### src/hdl/fcwh_pkg.sv
`timescale 1ns / 1ps
// ----------------------------------------------------------------------------
// fcwh_pkg
// Types and constants shared by the fan duty controller.
// ----------------------------------------------------------------------------
package fcwh_pkg;

    localparam int TEMP_W  = 14;
    localparam int DUTY_W  = 8;
    localparam int HYST_W  = 8;
    localparam int MS_W    = 32;
    localparam int OP_W    = 2;
    localparam int ADDR_W  = 2;
    localparam int DATA_W  = 14;
    localparam int DEN_W   = TEMP_W;
    localparam int NUM_W   = TEMP_W + DUTY_W;
    localparam int QUO_W   = DUTY_W;

    typedef logic signed [TEMP_W-1:0] t_temp;
    typedef logic [DUTY_W-1:0]        t_duty;

    typedef enum logic [OP_W-1:0] {
        OP_TEMP     = 2'd0,
        OP_OVERRIDE = 2'd1,
        OP_TIMED    = 2'd2,
        OP_NONE     = 2'd3
    } t_op;

    typedef enum logic [ADDR_W-1:0] {
        REG_ON_TEMP    = 2'd0,
        REG_FULL_TEMP  = 2'd1,
        REG_MIN_DUTY   = 2'd2,
        REG_HYSTERESIS = 2'd3
    } t_reg_addr;

    typedef enum logic [2:0] {
        ST_IDLE,
        ST_EVAL,
        ST_MUL,
        ST_DIV_START,
        ST_DIV_WAIT,
        ST_FIN,
        ST_OUT
    } t_state;

    localparam t_temp ON_TEMP_RST   = 14'sd800;
    localparam t_temp FULL_TEMP_RST = 14'sd960;
    localparam t_duty MIN_DUTY_RST  = 8'd80;
    localparam t_duty HYST_RST      = 8'd32;
    localparam t_duty DUTY_MAX      = 8'd255;

endpackage

### src/hdl/fcwh_in_if.sv
`timescale 1ns / 1ps
// ----------------------------------------------------------------------------
// fcwh_in_if
// Input item channel: operation, temperature and timing fields.
// ----------------------------------------------------------------------------
interface fcwh_in_if;
    logic                                valid;
    logic                                ready;
    logic [fcwh_pkg::OP_W-1:0]           operation;
    logic signed [fcwh_pkg::TEMP_W-1:0]  temperature;
    logic [fcwh_pkg::DUTY_W-1:0]         duty_request;
    logic [fcwh_pkg::MS_W-1:0]           off_period_ms;
    logic [fcwh_pkg::MS_W-1:0]           now_ms;

    modport source (output valid, operation, temperature, duty_request, off_period_ms,
                    now_ms, input ready);
    modport sink   (input valid, operation, temperature, duty_request, off_period_ms,
                    now_ms, output ready);
endinterface

### src/hdl/fcwh_out_if.sv
`timescale 1ns / 1ps
// ----------------------------------------------------------------------------
// fcwh_out_if
// Result channel: duty, auto flag and changed flag.
// ----------------------------------------------------------------------------
interface fcwh_out_if;
    logic                         valid;
    logic                         ready;
    logic [fcwh_pkg::DUTY_W-1:0]  duty;
    logic                         auto_mode;
    logic                         duty_changed;

    modport source (output valid, duty, auto_mode, duty_changed, input ready);
    modport sink   (input valid, duty, auto_mode, duty_changed, output ready);
endinterface

### src/hdl/fcwh_cfg_if.sv
`timescale 1ns / 1ps
// ----------------------------------------------------------------------------
// fcwh_cfg_if
// Configuration write channel: register index and write data.
// ----------------------------------------------------------------------------
interface fcwh_cfg_if;
    logic                          valid;
    logic                          ready;
    logic [fcwh_pkg::ADDR_W-1:0]   addr;
    logic [fcwh_pkg::DATA_W-1:0]   data;

    modport source (output valid, addr, data, input ready);
    modport sink   (input valid, addr, data, output ready);
endinterface

### src/hdl/fcwh_div.sv
`timescale 1ns / 1ps
// ----------------------------------------------------------------------------
// fcwh_div
// Restoring divider, one quotient bit per cycle. Expects num < den * 2^QUO_W.
// ----------------------------------------------------------------------------
module fcwh_div (
    input  logic                         i_clk,
    input  logic                         i_rst_n,
    input  logic                         i_start,
    input  logic [fcwh_pkg::NUM_W-1:0]   i_num,
    input  logic [fcwh_pkg::DEN_W-1:0]   i_den,
    output logic                         o_done,
    output logic [fcwh_pkg::QUO_W-1:0]   o_quotient
);
    import fcwh_pkg::*;

    localparam int CNT_W = $clog2(QUO_W + 1);

    logic [DEN_W-1:0] r_rem, n_rem;
    logic [QUO_W-1:0] r_low, n_low;
    logic [QUO_W-1:0] r_q, n_q;
    logic [DEN_W-1:0] r_den, n_den;
    logic [CNT_W-1:0] r_cnt, n_cnt;
    logic             r_done, n_done;
    logic [DEN_W:0]   trial;
    logic [DEN_W:0]   diff;

    always_comb begin
        trial  = {r_rem, r_low[QUO_W-1]};
        diff   = trial - {1'b0, r_den};
        n_rem  = r_rem;
        n_low  = r_low;
        n_q    = r_q;
        n_den  = r_den;
        n_cnt  = r_cnt;
        n_done = 1'b0;
        if (i_start) begin
            n_rem = i_num[NUM_W-1:QUO_W];
            n_low = i_num[QUO_W-1:0];
            n_den = i_den;
            n_q   = '0;
            n_cnt = CNT_W'(QUO_W);
        end else if (r_cnt != '0) begin
            if (!diff[DEN_W]) begin
                n_rem = diff[DEN_W-1:0];
                n_q   = {r_q[QUO_W-2:0], 1'b1};
            end else begin
                n_rem = trial[DEN_W-1:0];
                n_q   = {r_q[QUO_W-2:0], 1'b0};
            end
            n_low  = {r_low[QUO_W-2:0], 1'b0};
            n_cnt  = r_cnt - 1'b1;
            n_done = (r_cnt == CNT_W'(1));
        end
    end

    always_ff @(posedge i_clk) begin
        if (!i_rst_n) begin
            r_cnt  <= '0;
            r_done <= 1'b0;
        end else begin
            r_cnt  <= n_cnt;
            r_done <= n_done;
        end
    end

    always_ff @(posedge i_clk) begin
        r_rem <= n_rem;
        r_low <= n_low;
        r_q   <= n_q;
        r_den <= n_den;
    end

    assign o_done     = r_done;
    assign o_quotient = r_q;

endmodule

### src/hdl/fan_curve_with_hysteresis.sv
`timescale 1ns / 1ps
// ----------------------------------------------------------------------------
// fan_curve_with_hysteresis
// Fan duty controller: temperature to PWM duty on a linear curve with a hold
// band, manual override and timed fan-off.
//
// Channels: i_in takes one item (operation, temperature, duty_request,
// off_period_ms, now_ms); o_out gives one result per item (duty, auto_mode,
// duty_changed); i_cfg writes on_temp, full_temp, min_duty and hysteresis
// at indexes 0 to 3 and is always ready.
// Flow: i_in.ready is high only while the sequencer is idle. A ramp
// temperature update passes from acceptance to o_out.valid through the
// compare, one 14x8 multiply, divider load, the serial divider's bit steps,
// its done flag, the final compare, then the result register. Temperature
// updates off the ramp skip the multiply and divider; other items go from
// the compare to the result register. The divider sets the ramp item rate.
// Reset: duty 0, auto mode, no timed deadline, registers at their defaults.
// Stall: a result waits in the output register while o_out.ready is low;
// the next item may be accepted, and its result waits until the slot frees.
// ----------------------------------------------------------------------------
module fan_curve_with_hysteresis #(
    parameter int TIME_WIDTH = 32
) (
    input  logic        i_clk,
    input  logic        i_rst_n,
    fcwh_in_if.sink     i_in,
    fcwh_out_if.source  o_out,
    fcwh_cfg_if.sink    i_cfg
);
    import fcwh_pkg::*;

    localparam int TW = TIME_WIDTH;

    t_state                r_state, n_state;
    t_op                   r_op, n_op;
    t_temp                 r_temp, n_temp;
    t_duty                 r_req, n_req;
    logic [TW-1:0]         r_now, n_now;
    logic [TW-1:0]         r_dur, n_dur;

    t_temp                 r_on_temp, r_full_temp;
    t_duty                 r_min_duty, r_hyst;

    t_duty                 r_duty, n_duty;
    logic                  r_auto, n_auto;
    logic [TW-1:0]         r_deadline, n_deadline;

    t_duty                 r_nd, n_nd;
    logic                  r_changed, n_changed;
    logic [DEN_W-1:0]      r_diff, n_diff;
    logic [DEN_W-1:0]      r_den, n_den;
    t_duty                 r_fac, n_fac;
    logic [NUM_W-1:0]      r_num, n_num;

    logic                  r_out_valid, n_out_valid;
    t_duty                 r_out_duty, n_out_duty;
    logic                  r_out_auto, n_out_auto;
    logic                  r_out_changed, n_out_changed;

    logic                  in_acc;
    logic                  div_start;
    logic                  div_done;
    logic [QUO_W-1:0]      div_q;
    logic [TW-1:0]         elapsed;
    logic [TW-1:0]         off_end;
    logic signed [TEMP_W:0] low_edge;
    logic signed [TEMP_W:0] t_ext;
    logic signed [TEMP_W:0] t_minus_on;
    logic signed [TEMP_W:0] full_minus_on;

    fcwh_div u_div (
        .i_clk      (i_clk),
        .i_rst_n    (i_rst_n),
        .i_start    (div_start),
        .i_num      (r_num),
        .i_den      (r_den),
        .o_done     (div_done),
        .o_quotient (div_q)
    );

    assign i_in.ready  = (r_state == ST_IDLE);
    assign in_acc      = i_in.valid && i_in.ready;
    assign i_cfg.ready = 1'b1;
    assign div_start   = (r_state == ST_DIV_START);

    assign elapsed       = r_now - r_deadline;
    assign off_end       = r_now + r_dur;
    assign t_ext         = (TEMP_W+1)'(r_temp);
    assign low_edge      = (TEMP_W+1)'(r_on_temp) - $signed({1'b0, {(TEMP_W-HYST_W){1'b0}}, r_hyst});
    assign t_minus_on    = t_ext - (TEMP_W+1)'(r_on_temp);
    assign full_minus_on = (TEMP_W+1)'(r_full_temp) - (TEMP_W+1)'(r_on_temp);

    always_comb begin
        n_state       = r_state;
        n_op          = r_op;
        n_temp        = r_temp;
        n_req         = r_req;
        n_now         = r_now;
        n_dur         = r_dur;
        n_duty        = r_duty;
        n_auto        = r_auto;
        n_deadline    = r_deadline;
        n_nd          = r_nd;
        n_changed     = r_changed;
        n_diff        = r_diff;
        n_den         = r_den;
        n_fac         = r_fac;
        n_num         = r_num;
        n_out_valid   = r_out_valid && !o_out.ready;
        n_out_duty    = r_out_duty;
        n_out_auto    = r_out_auto;
        n_out_changed = r_out_changed;

        case (r_state)
            ST_IDLE: begin
                if (in_acc) begin
                    n_op      = t_op'(i_in.operation);
                    n_temp    = i_in.temperature;
                    n_req     = i_in.duty_request;
                    n_now     = TW'(i_in.now_ms);
                    n_dur     = TW'(i_in.off_period_ms);
                    n_changed = 1'b0;
                    n_state   = ST_EVAL;
                end
            end
            ST_EVAL: begin
                n_state = ST_OUT;
                case (r_op)
                    OP_TEMP: begin
                        if (r_auto || (r_deadline != '0 && !elapsed[TW-1])) begin
                            n_auto     = 1'b1;
                            if (!r_auto) begin
                                n_deadline = '0;
                            end
                            n_state = ST_FIN;
                            if (t_ext < low_edge) begin
                                n_nd = '0;
                            end else if (r_temp < r_on_temp) begin
                                n_nd = r_duty;
                            end else if (r_temp >= r_full_temp) begin
                                n_nd = DUTY_MAX;
                            end else begin
                                n_diff  = t_minus_on[DEN_W-1:0];
                                n_den   = full_minus_on[DEN_W-1:0];
                                n_fac   = DUTY_MAX - r_min_duty;
                                n_state = ST_MUL;
                            end
                        end
                    end
                    OP_OVERRIDE: begin
                        n_deadline = '0;
                        if (r_req == '0) begin
                            n_auto = 1'b1;
                        end else begin
                            n_auto    = 1'b0;
                            n_duty    = r_req;
                            n_changed = 1'b1;
                        end
                    end
                    OP_TIMED: begin
                        n_auto     = 1'b0;
                        n_duty     = '0;
                        n_changed  = 1'b1;
                        n_deadline = (off_end == '0) ? TW'(1) : off_end;
                    end
                    default: begin
                    end
                endcase
            end
            ST_MUL: begin
                n_num   = NUM_W'(r_diff) * NUM_W'(r_fac);
                n_state = ST_DIV_START;
            end
            ST_DIV_START: begin
                n_state = ST_DIV_WAIT;
            end
            ST_DIV_WAIT: begin
                if (div_done) begin
                    n_nd    = r_min_duty + div_q;
                    n_state = ST_FIN;
                end
            end
            ST_FIN: begin
                if (r_nd != r_duty) begin
                    n_duty    = r_nd;
                    n_changed = 1'b1;
                end
                n_state = ST_OUT;
            end
            ST_OUT: begin
                if (!r_out_valid || o_out.ready) begin
                    n_out_valid   = 1'b1;
                    n_out_duty    = r_duty;
                    n_out_auto    = r_auto;
                    n_out_changed = r_changed;
                    n_state       = ST_IDLE;
                end
            end
            default: begin
                n_state = ST_IDLE;
            end
        endcase
    end

    always_ff @(posedge i_clk) begin
        if (!i_rst_n) begin
            r_state     <= ST_IDLE;
            r_duty      <= '0;
            r_auto      <= 1'b1;
            r_deadline  <= '0;
            r_out_valid <= 1'b0;
            r_on_temp   <= ON_TEMP_RST;
            r_full_temp <= FULL_TEMP_RST;
            r_min_duty  <= MIN_DUTY_RST;
            r_hyst      <= HYST_RST;
        end else begin
            r_state     <= n_state;
            r_duty      <= n_duty;
            r_auto      <= n_auto;
            r_deadline  <= n_deadline;
            r_out_valid <= n_out_valid;
            if (i_cfg.valid) begin
                case (t_reg_addr'(i_cfg.addr))
                    REG_ON_TEMP:    r_on_temp   <= i_cfg.data;
                    REG_FULL_TEMP:  r_full_temp <= i_cfg.data;
                    REG_MIN_DUTY:   r_min_duty  <= i_cfg.data[DUTY_W-1:0];
                    REG_HYSTERESIS: r_hyst      <= i_cfg.data[HYST_W-1:0];
                    default: begin
                    end
                endcase
            end
        end
    end

    always_ff @(posedge i_clk) begin
        r_op          <= n_op;
        r_temp        <= n_temp;
        r_req         <= n_req;
        r_now         <= n_now;
        r_dur         <= n_dur;
        r_nd          <= n_nd;
        r_changed     <= n_changed;
        r_diff        <= n_diff;
        r_den         <= n_den;
        r_fac         <= n_fac;
        r_num         <= n_num;
        r_out_duty    <= n_out_duty;
        r_out_auto    <= n_out_auto;
        r_out_changed <= n_out_changed;
    end

    assign o_out.valid        = r_out_valid;
    assign o_out.duty         = r_out_duty;
    assign o_out.auto_mode    = r_out_auto;
    assign o_out.duty_changed = r_out_changed;

    a_deadline_manual: assert property (@(posedge i_clk) disable iff (!i_rst_n)
        (r_deadline != '0) |-> !r_auto)
        else $error("timed deadline pending in auto mode");

    a_accept_eval: assert property (@(posedge i_clk) disable iff (!i_rst_n)
        in_acc |=> (r_state == ST_EVAL))
        else $error("accepted transaction not evaluated");

    a_div_done_wait: assert property (@(posedge i_clk) disable iff (!i_rst_n)
        div_done |-> (r_state == ST_DIV_WAIT))
        else $error("divider finished outside wait state");

    a_out_load: assert property (@(posedge i_clk) disable iff (!i_rst_n)
        (r_state == ST_OUT && (!r_out_valid || o_out.ready)) |=> o_out.valid)
        else $error("result not presented");

endmodule

### src/flat_wrapper.sv
// flat-port wrapper written by rule: the top's interface ports become plain ports
module fan_curve_with_hysteresis_flat import fcwh_pkg::*;
#(
    parameter int TIME_WIDTH = 32
)
  (i_clk, i_rst_n, i_in_valid, i_in_operation, i_in_temperature, i_in_duty_request, i_in_off_period_ms, i_in_now_ms, i_in_ready, o_out_valid, o_out_duty, o_out_auto_mode, o_out_duty_changed, o_out_ready, i_cfg_valid, i_cfg_addr, i_cfg_data, i_cfg_ready);
  fcwh_in_if i_in_i ();
  fcwh_out_if o_out_i ();
  fcwh_cfg_if i_cfg_i ();
  input  logic i_clk;
  input  logic i_rst_n;
  input wire logic [$bits(i_in_i.valid)-1:0] i_in_valid;
  input wire logic [$bits(i_in_i.operation)-1:0] i_in_operation;
  input wire logic [$bits(i_in_i.temperature)-1:0] i_in_temperature;
  input wire logic [$bits(i_in_i.duty_request)-1:0] i_in_duty_request;
  input wire logic [$bits(i_in_i.off_period_ms)-1:0] i_in_off_period_ms;
  input wire logic [$bits(i_in_i.now_ms)-1:0] i_in_now_ms;
  output wire logic [$bits(i_in_i.ready)-1:0] i_in_ready;
  output wire logic [$bits(o_out_i.valid)-1:0] o_out_valid;
  output wire logic [$bits(o_out_i.duty)-1:0] o_out_duty;
  output wire logic [$bits(o_out_i.auto_mode)-1:0] o_out_auto_mode;
  output wire logic [$bits(o_out_i.duty_changed)-1:0] o_out_duty_changed;
  input wire logic [$bits(o_out_i.ready)-1:0] o_out_ready;
  input wire logic [$bits(i_cfg_i.valid)-1:0] i_cfg_valid;
  input wire logic [$bits(i_cfg_i.addr)-1:0] i_cfg_addr;
  input wire logic [$bits(i_cfg_i.data)-1:0] i_cfg_data;
  output wire logic [$bits(i_cfg_i.ready)-1:0] i_cfg_ready;
  assign i_in_i.valid = i_in_valid;
  assign i_in_i.operation = i_in_operation;
  assign i_in_i.temperature = i_in_temperature;
  assign i_in_i.duty_request = i_in_duty_request;
  assign i_in_i.off_period_ms = i_in_off_period_ms;
  assign i_in_i.now_ms = i_in_now_ms;
  assign i_in_ready = i_in_i.ready;
  assign o_out_valid = o_out_i.valid;
  assign o_out_duty = o_out_i.duty;
  assign o_out_auto_mode = o_out_i.auto_mode;
  assign o_out_duty_changed = o_out_i.duty_changed;
  assign o_out_i.ready = o_out_ready;
  assign i_cfg_i.valid = i_cfg_valid;
  assign i_cfg_i.addr = i_cfg_addr;
  assign i_cfg_i.data = i_cfg_data;
  assign i_cfg_ready = i_cfg_i.ready;
  fan_curve_with_hysteresis #(.TIME_WIDTH(TIME_WIDTH)) u_core (.i_clk(i_clk), .i_rst_n(i_rst_n), .i_in(i_in_i), .o_out(o_out_i), .i_cfg(i_cfg_i));
endmodule
### config.mk
export PLATFORM = sky130hd
export DESIGN_NAME = fan_curve_with_hysteresis_flat
export DESIGN_NICKNAME = d
export VERILOG_FILES = /design/src/hdl/fcwh_pkg.sv /design/src/hdl/fcwh_in_if.sv /design/src/hdl/fcwh_out_if.sv /design/src/hdl/fcwh_cfg_if.sv /design/src/hdl/fcwh_div.sv /design/src/hdl/fan_curve_with_hysteresis.sv /design/src/flat_wrapper.sv
export SDC_FILE = /design/constraint.sdc
export NUM_CORES = 1
export LEC_CHECK = 0
export ABC_AREA = 1
export CAP_MARGIN = 20
export CORE_MARGIN = 5
export CORE_UTILIZATION = 59
export DETAILED_ROUTE_END_ITERATION = 7
export DONT_BUFFER_PORTS = 1
export GPL_TIMING_DRIVEN = 1
export MAX_ROUTING_LAYER = met4
export PLACE_DENSITY = 0.85
export SLEW_MARGIN = 20
export SYNTH_ARGS = -nofsm -noshare
export SYNTH_HDL_FRONTEND = slang
export SYNTH_HIERARCHICAL = 1
export SYNTH_SLANG_ARGS = --single-unit
export TNS_END_PERCENT = 50
### constraint.sdc
create_clock -name i_clk -period 4.9 [get_ports i_clk]
set_input_delay 0.245 -clock i_clk [delete_from_list [all_inputs] [get_ports i_clk]]
set_output_delay 0.245 -clock i_clk [all_outputs]
set_load 0.05 [all_outputs]
==> results.md <==
Power:
- The share of power burned in combinational logic is 48.0%.
- The sequential share of power is 32.1%.
- The switching power of the nets is 5.524 mW.
- The power density of the placed cells is 514.6 nW/um2.
- The relative contribution of the clock network to total power is 19.9%.
- In this run the static leakage power is 11.75 nW.
- The internal portion of total power is 7.023 mW.
- The worst ir drop on vdd is 0.0007566 V.
- The switching share of total power is 44.03%.

GRT:
- The initial antenna violation count is 3.
- The pin count of the biggest net entering global routing is 89.
- The sum of overflow across all layers after global routing is 0.
- The first-pass GRT wire length is 92920 um.
- The via count of the first global-routing pass was 18670.
- In the global route stage, overall resource usage came out at 28.67%.

Floorplanning:
- The initial standard-cell utilization of the core is 59.28%.
- The number of placement rows is 70.
- The die area is 40440 um2.
- In this run the vertical extent of the chip is 201.1 um.
- The count of pins on the block boundary is 122.
- The floorplan step set the die width to 201.1 um.
- The total core area is 36350 um2.

Status:
- The run finished with clean final reports.

Yosys:
- The flip-flop and latch count after synthesis is 303.
- The most used flip-flop cell after synthesis is sky130_fd_sc_hd__edfxtp_1.
- The number of library cell types mapped by synthesis is 56.
- After synthesis, flip-flops and latches occupy 37.49% of the total area.
- The number of enable-type register cells in the synthesized netlist is 201.
- Sorting the synthesized cells by area gives the leading types as sky130_fd_sc_hd__edfxtp_1 28%, sky130_fd_sc_hd__nand2_1 12%, sky130_fd_sc_hd__ha_1 11%, sky130_fd_sc_hd__dfxtp_1 9.5%, sky130_fd_sc_hd__inv_1 9.2%.
- The cell area that synthesis handed to floorplanning was 21550 um2.
- The net count after synthesis is 3044.
- A synthesized cell averages 8.076 um2.
- The synthesized design spends more area on one cell type than any other, namely sky130_fd_sc_hd__edfxtp_1.
- After synthesis, the share of flip-flops with an asynchronous set or reset is 0%.
- The cell count after synthesis is 2668.
- During synthesis, Yosys emitted a total of 6 warnings.
- The fraction of synthesized cell area taken by the top area cell type is 28.01%.

Placed design:
- The last weighted congestion value of the routability-driven placer is 1.001.
- Once detailed placement completed, the half-perimeter wirelength came to 41660 um.
- The instance area after placement is 22050 um2.
- The count of input and output buffers is 0.
- The number of placed instances, taps included, is 3101.

Route:
- The post-route antenna net violation count is 0.
- The final routed wire length divided by cell count is 17.80 um.
- The detailed-route wire length is 58460 um.
- The final route contains 18791 vias.
- Before antenna repair, the detailed router went through 6 iterations.
- The detailed-route vias per instance is 5.722.
- After detailed routing, the number of remaining DRC violations is 0.
- The detailed router finished its first iteration with 2051 violations.

Timing:
- The count of final setup violators is 0.
- For the final database, setup skew stands at 13.77 ps.
- The max-slew headroom at the worst pin is 32.69%.
- The transition time of the tightest slew-check pin is 1004 ps.
- The highest clock rate is 0.2116 GHz.
- The final hold violation count is 0.
- The period utilization is 96.43%.
- The shortest clock period the worst path allows after layout is 4725 ps.
- The max-slew violation total from the final report is 0.

Worst hold path:
- The worst hold path passes through 4 cells.
- The classification of the worst-slack hold path is input port to register.
- The worst min-delay path startpoint is i_cfg_valid.

Final layout:
- In the final layout, the multi-input gates occupy 11230 um2.
- The cell area after layout is 24380 um2.
- The final layout net count is 3164.
- The flip-flop and latch area is 8078 um2.
- From synthesis to final layout, the design area changed by 13.17%.
- The layout filler cell count is 2745.
- The final cell count without fillers is 3284.
- Measured on the finished design, the core utilization comes to 67.08%.
- The fraction of final layout cells with drive strength greater than 1 is 6.754%.

CTS:
- The clock latency of the later-clocked register in the worst-skew pair is 600 ps.
- Counting every sink on the clock net gives 303.
- After clock tree synthesis, the clock-pin slew on the worst setup and hold paths is 60 ps.
- The clock buffer count from CTS is 31.
- The clock tree from TritonCTS is built.
- The clock tree root buffer cell is sky130_fd_sc_hd__clkbuf_16.
- CTS built an H-tree with a depth of 1.
- The maximum clock path buffer count is 3.

Worst setup path:
- The worst setup path is launched from a register.
- The data required time of the worst path is 5220 ps.
- Traced cell by cell, the critical path runs through buf_4 -> nand2_1 -> fa_1 -> fa_1 -> fa_1 -> fa_1 -> inv_1 -> ha_1 -> inv_2 -> o31ai_2 -> nand3_1 -> nand2_1 -> a21boi_2 -> o41ai_1 -> xor2_1.
- By startpoint and endpoint, the worst setup path is classified as register to register.
- The longest individual stage delay on the worst path is 580 ps.
- Of all nets on the critical path, the largest fanout is 8.
- The family with the most delay on the worst path is adder cells.
- The kind of end point of the critical path is a register.
- The number of cells on the critical path is 15.
- Counting both buffers and inverters, the worst setup path holds a total of 3.
- The endpoint identified for the worst register-to-register timing path is u_core/r_num[19].
- The critical path launch point is u_core/r_diff[2].
- For the worst setup path, the data arrival time is 5040 ps.
- The most critical setup path has its endpoint at u_core/r_num[19].
- The worst flop-to-flop path startpoint is u_core/r_diff[2].
- Measured in cells, the most critical reg-to-reg path has a length of 15.
- The largest individual stage delay along the critical path comes from the cell sky130_fd_sc_hd__fa_1.
- The internal reg-to-reg setup slack is 180 ps.
- By instance count, the cell type seen most on the critical path is sky130_fd_sc_hd__fa_1.

Run:
- The number of maximum-capacitance violations is 0.
cell usage in the layout (no fill, tap or decap), types with 6 or more instances in the layout:
| cell type | n |
|---|---|
| sky130_fd_sc_hd__a21o_1 | 8 |
| sky130_fd_sc_hd__a21oi_1 | 170 |
| sky130_fd_sc_hd__and2_1 | 6 |
| sky130_fd_sc_hd__buf_4 | 22 |
| sky130_fd_sc_hd__clkbuf_16 | 32 |
| sky130_fd_sc_hd__clkbuf_8 | 6 |
| sky130_fd_sc_hd__dfxtp_1 | 102 |
| sky130_fd_sc_hd__dlygate4sd3_1 | 113 |
| sky130_fd_sc_hd__edfxtp_1 | 201 |
| sky130_fd_sc_hd__fa_1 | 78 |
| sky130_fd_sc_hd__ha_1 | 189 |
| sky130_fd_sc_hd__inv_1 | 528 |
| sky130_fd_sc_hd__inv_2 | 15 |
| sky130_fd_sc_hd__nand2_1 | 698 |
| sky130_fd_sc_hd__nand2_2 | 29 |
| sky130_fd_sc_hd__nand3_1 | 112 |
| sky130_fd_sc_hd__nand3_2 | 12 |
| sky130_fd_sc_hd__nand3b_1 | 10 |
| sky130_fd_sc_hd__nand4_1 | 31 |
| sky130_fd_sc_hd__nor2_1 | 125 |
| sky130_fd_sc_hd__nor2_2 | 20 |
| sky130_fd_sc_hd__nor2_4 | 7 |
| sky130_fd_sc_hd__nor3_1 | 21 |
| sky130_fd_sc_hd__o211ai_1 | 13 |
| sky130_fd_sc_hd__o21ai_0 | 81 |
| sky130_fd_sc_hd__o21ai_1 | 13 |
| sky130_fd_sc_hd__o21bai_1 | 10 |
| sky130_fd_sc_hd__o22ai_1 | 7 |
| sky130_fd_sc_hd__or2_2 | 8 |
| sky130_fd_sc_hd__xnor2_1 | 21 |
| sky130_fd_sc_hd__xor2_1 | 47 |
power by group through the flow:
stage / logic (mW) / registers (mW) / clock network (mW)
after global placement: 5.41 / 4.03 / 0
final: 6.02 / 4.03 / 2.49
after detailed placement: 5.65 / 4.05 / 0
after global routing: 6.66 / 4.07 / 2.63
after CTS: 5.77 / 4.01 / 2.48
after floorplan: 4.34 / 3.92 / 0
cells in the mapped netlist, types with 5 or more instances:
| cell type | count |
|---|---|
| sky130_fd_sc_hd__nor2_2 | 16 |
| sky130_fd_sc_hd__inv_1 | 528 |
| sky130_fd_sc_hd__clkbuf_1 | 39 |
| sky130_fd_sc_hd__inv_2 | 15 |
| sky130_fd_sc_hd__a211oi_1 | 5 |
| sky130_fd_sc_hd__nand2_1 | 699 |
| sky130_fd_sc_hd__a21o_1 | 8 |
| sky130_fd_sc_hd__buf_4 | 7 |
| sky130_fd_sc_hd__nand2_2 | 28 |
| sky130_fd_sc_hd__o21bai_1 | 10 |
| sky130_fd_sc_hd__dfxtp_1 | 102 |
| sky130_fd_sc_hd__o22ai_1 | 7 |
| sky130_fd_sc_hd__nand3_1 | 112 |
| sky130_fd_sc_hd__a21oi_1 | 172 |
| sky130_fd_sc_hd__ha_1 | 189 |
| sky130_fd_sc_hd__edfxtp_1 | 201 |
| sky130_fd_sc_hd__o211ai_1 | 13 |
| sky130_fd_sc_hd__nor3_1 | 21 |
| sky130_fd_sc_hd__or2_2 | 8 |
| sky130_fd_sc_hd__o21ai_1 | 11 |
| sky130_fd_sc_hd__nand3_2 | 12 |
| sky130_fd_sc_hd__nor2_1 | 131 |
| sky130_fd_sc_hd__nand3b_1 | 10 |
| sky130_fd_sc_hd__o21ai_0 | 83 |
| sky130_fd_sc_hd__nand4_1 | 31 |
| sky130_fd_sc_hd__and2_1 | 6 |
| sky130_fd_sc_hd__xnor2_1 | 21 |
| sky130_fd_sc_hd__nor4_1 | 5 |
| sky130_fd_sc_hd__nor2_4 | 5 |
| sky130_fd_sc_hd__fa_1 | 78 |
| sky130_fd_sc_hd__xor2_1 | 47 |
logic make-up (layout without fill, tap and decap cells):
| logic type | count (synthesis) | after routing | synth area share [%] |
|---|---|---|---|
| flops | 303 | 303 | 37.49 |
| fa+ha+maj | 267 | 267 | 18.22 |
| xor+xnor | 68 | 68 | 2.764 |
| other cells | 1 | 4 | 0.01740 |
| buf+inv | 597 | 742 | 10.64 |
| compound gates | 335 | 335 | 8.659 |
| simple gates | 1097 | 1097 | 22.20 |
final cells by class:
type	instances	share of cell area [%]
clock inverter	16	0.7748
sequential	303	33.13
timing repair buffer	139	5.629
tap	468	2.401
multi-input combinational	1768	46.05
inverter	545	8.390
clock buffer	42	3.597
antenna	3	0.03079
sequential cells by signal, summed over array words and instances, names as in the netlist, 2 cells and up:
signal and cells:
u_core/r_num 22, u_core/r_hyst 8, u_core/r_on_temp 14, u_core/u_div/o_quotient 8, u_core/r_op 2, u_core/r_req 8, u_core/r_deadline 32, u_core/r_fac 8
u_core/r_full_temp 14, u_core/u_div/r_den 14, u_core/r_duty 8, u_core/r_den 14, u_core/u_div/r_low 8, u_core/o_out.duty 8, u_core/r_min_duty 8, u_core/r_diff 14
u_core/r_nd 8, u_core/r_now 32, u_core/u_div/r_rem 14, u_core/r_state 3, u_core/r_dur 32, u_core/r_temp 14, u_core/u_div/r_cnt 4
metrics by stage:
stage | setup slack, ps | setup TNS [ps] | hold WS (ps) | power, mW
after floorplan | 130.8 | 0 | 343.9 | 8.261
after global placement | 235.8 | 0 | 343.9 | 9.441
after detailed placement | 88.25 | 0 | 343.9 | 9.691
after CTS | 73.00 | 0 | 6.145 | 12.26
after global routing | -95.80 | -95.80 | 97.81 | 13.36
final | 175.1 | 0 | 55.18 | 12.55
worst register-to-register path, delay by kind of cell (launching register included):
kind | cells | cell delay, ps
xor+xnor | 1 | 120
fa+ha+maj | 5 | 2370
simple gates | 3 | 340
flops | 1 | 490
buf+inv | 3 | 280
compound gates | 3 | 840
repair_timing:
action	CTS	global route
buffers inserted	0	7
setup endpoints to repair	0	48
resized for setup	0	7
hold endpoints to repair	146	0
hold buffers	114	0
routing by layer:
metal | wire length [um] | track usage, % | vias to the layer above
met1 | 23070 | 36.75 | 8673
met4 | 2785 | 10.84 | 0
met3 | 5748 | 4.093 | 267
met2 | 26860 | 46.64 | 1100
met5 | 0 | - | -
li1 | - | - | 8751
worst min-delay path by stage:
| stage | endpoint |
|---|---|
| floorplan | u_core/r_dur[0] |
| global placement | u_core/r_dur[7] |
| detailed placement | u_core/r_temp[8] |
| CTS | u_core/r_hyst[5] |
| global route | u_core/r_changed |
| finish | u_core/r_min_duty[6] |
Note: power is estimated with default switching activity, not from simulation.
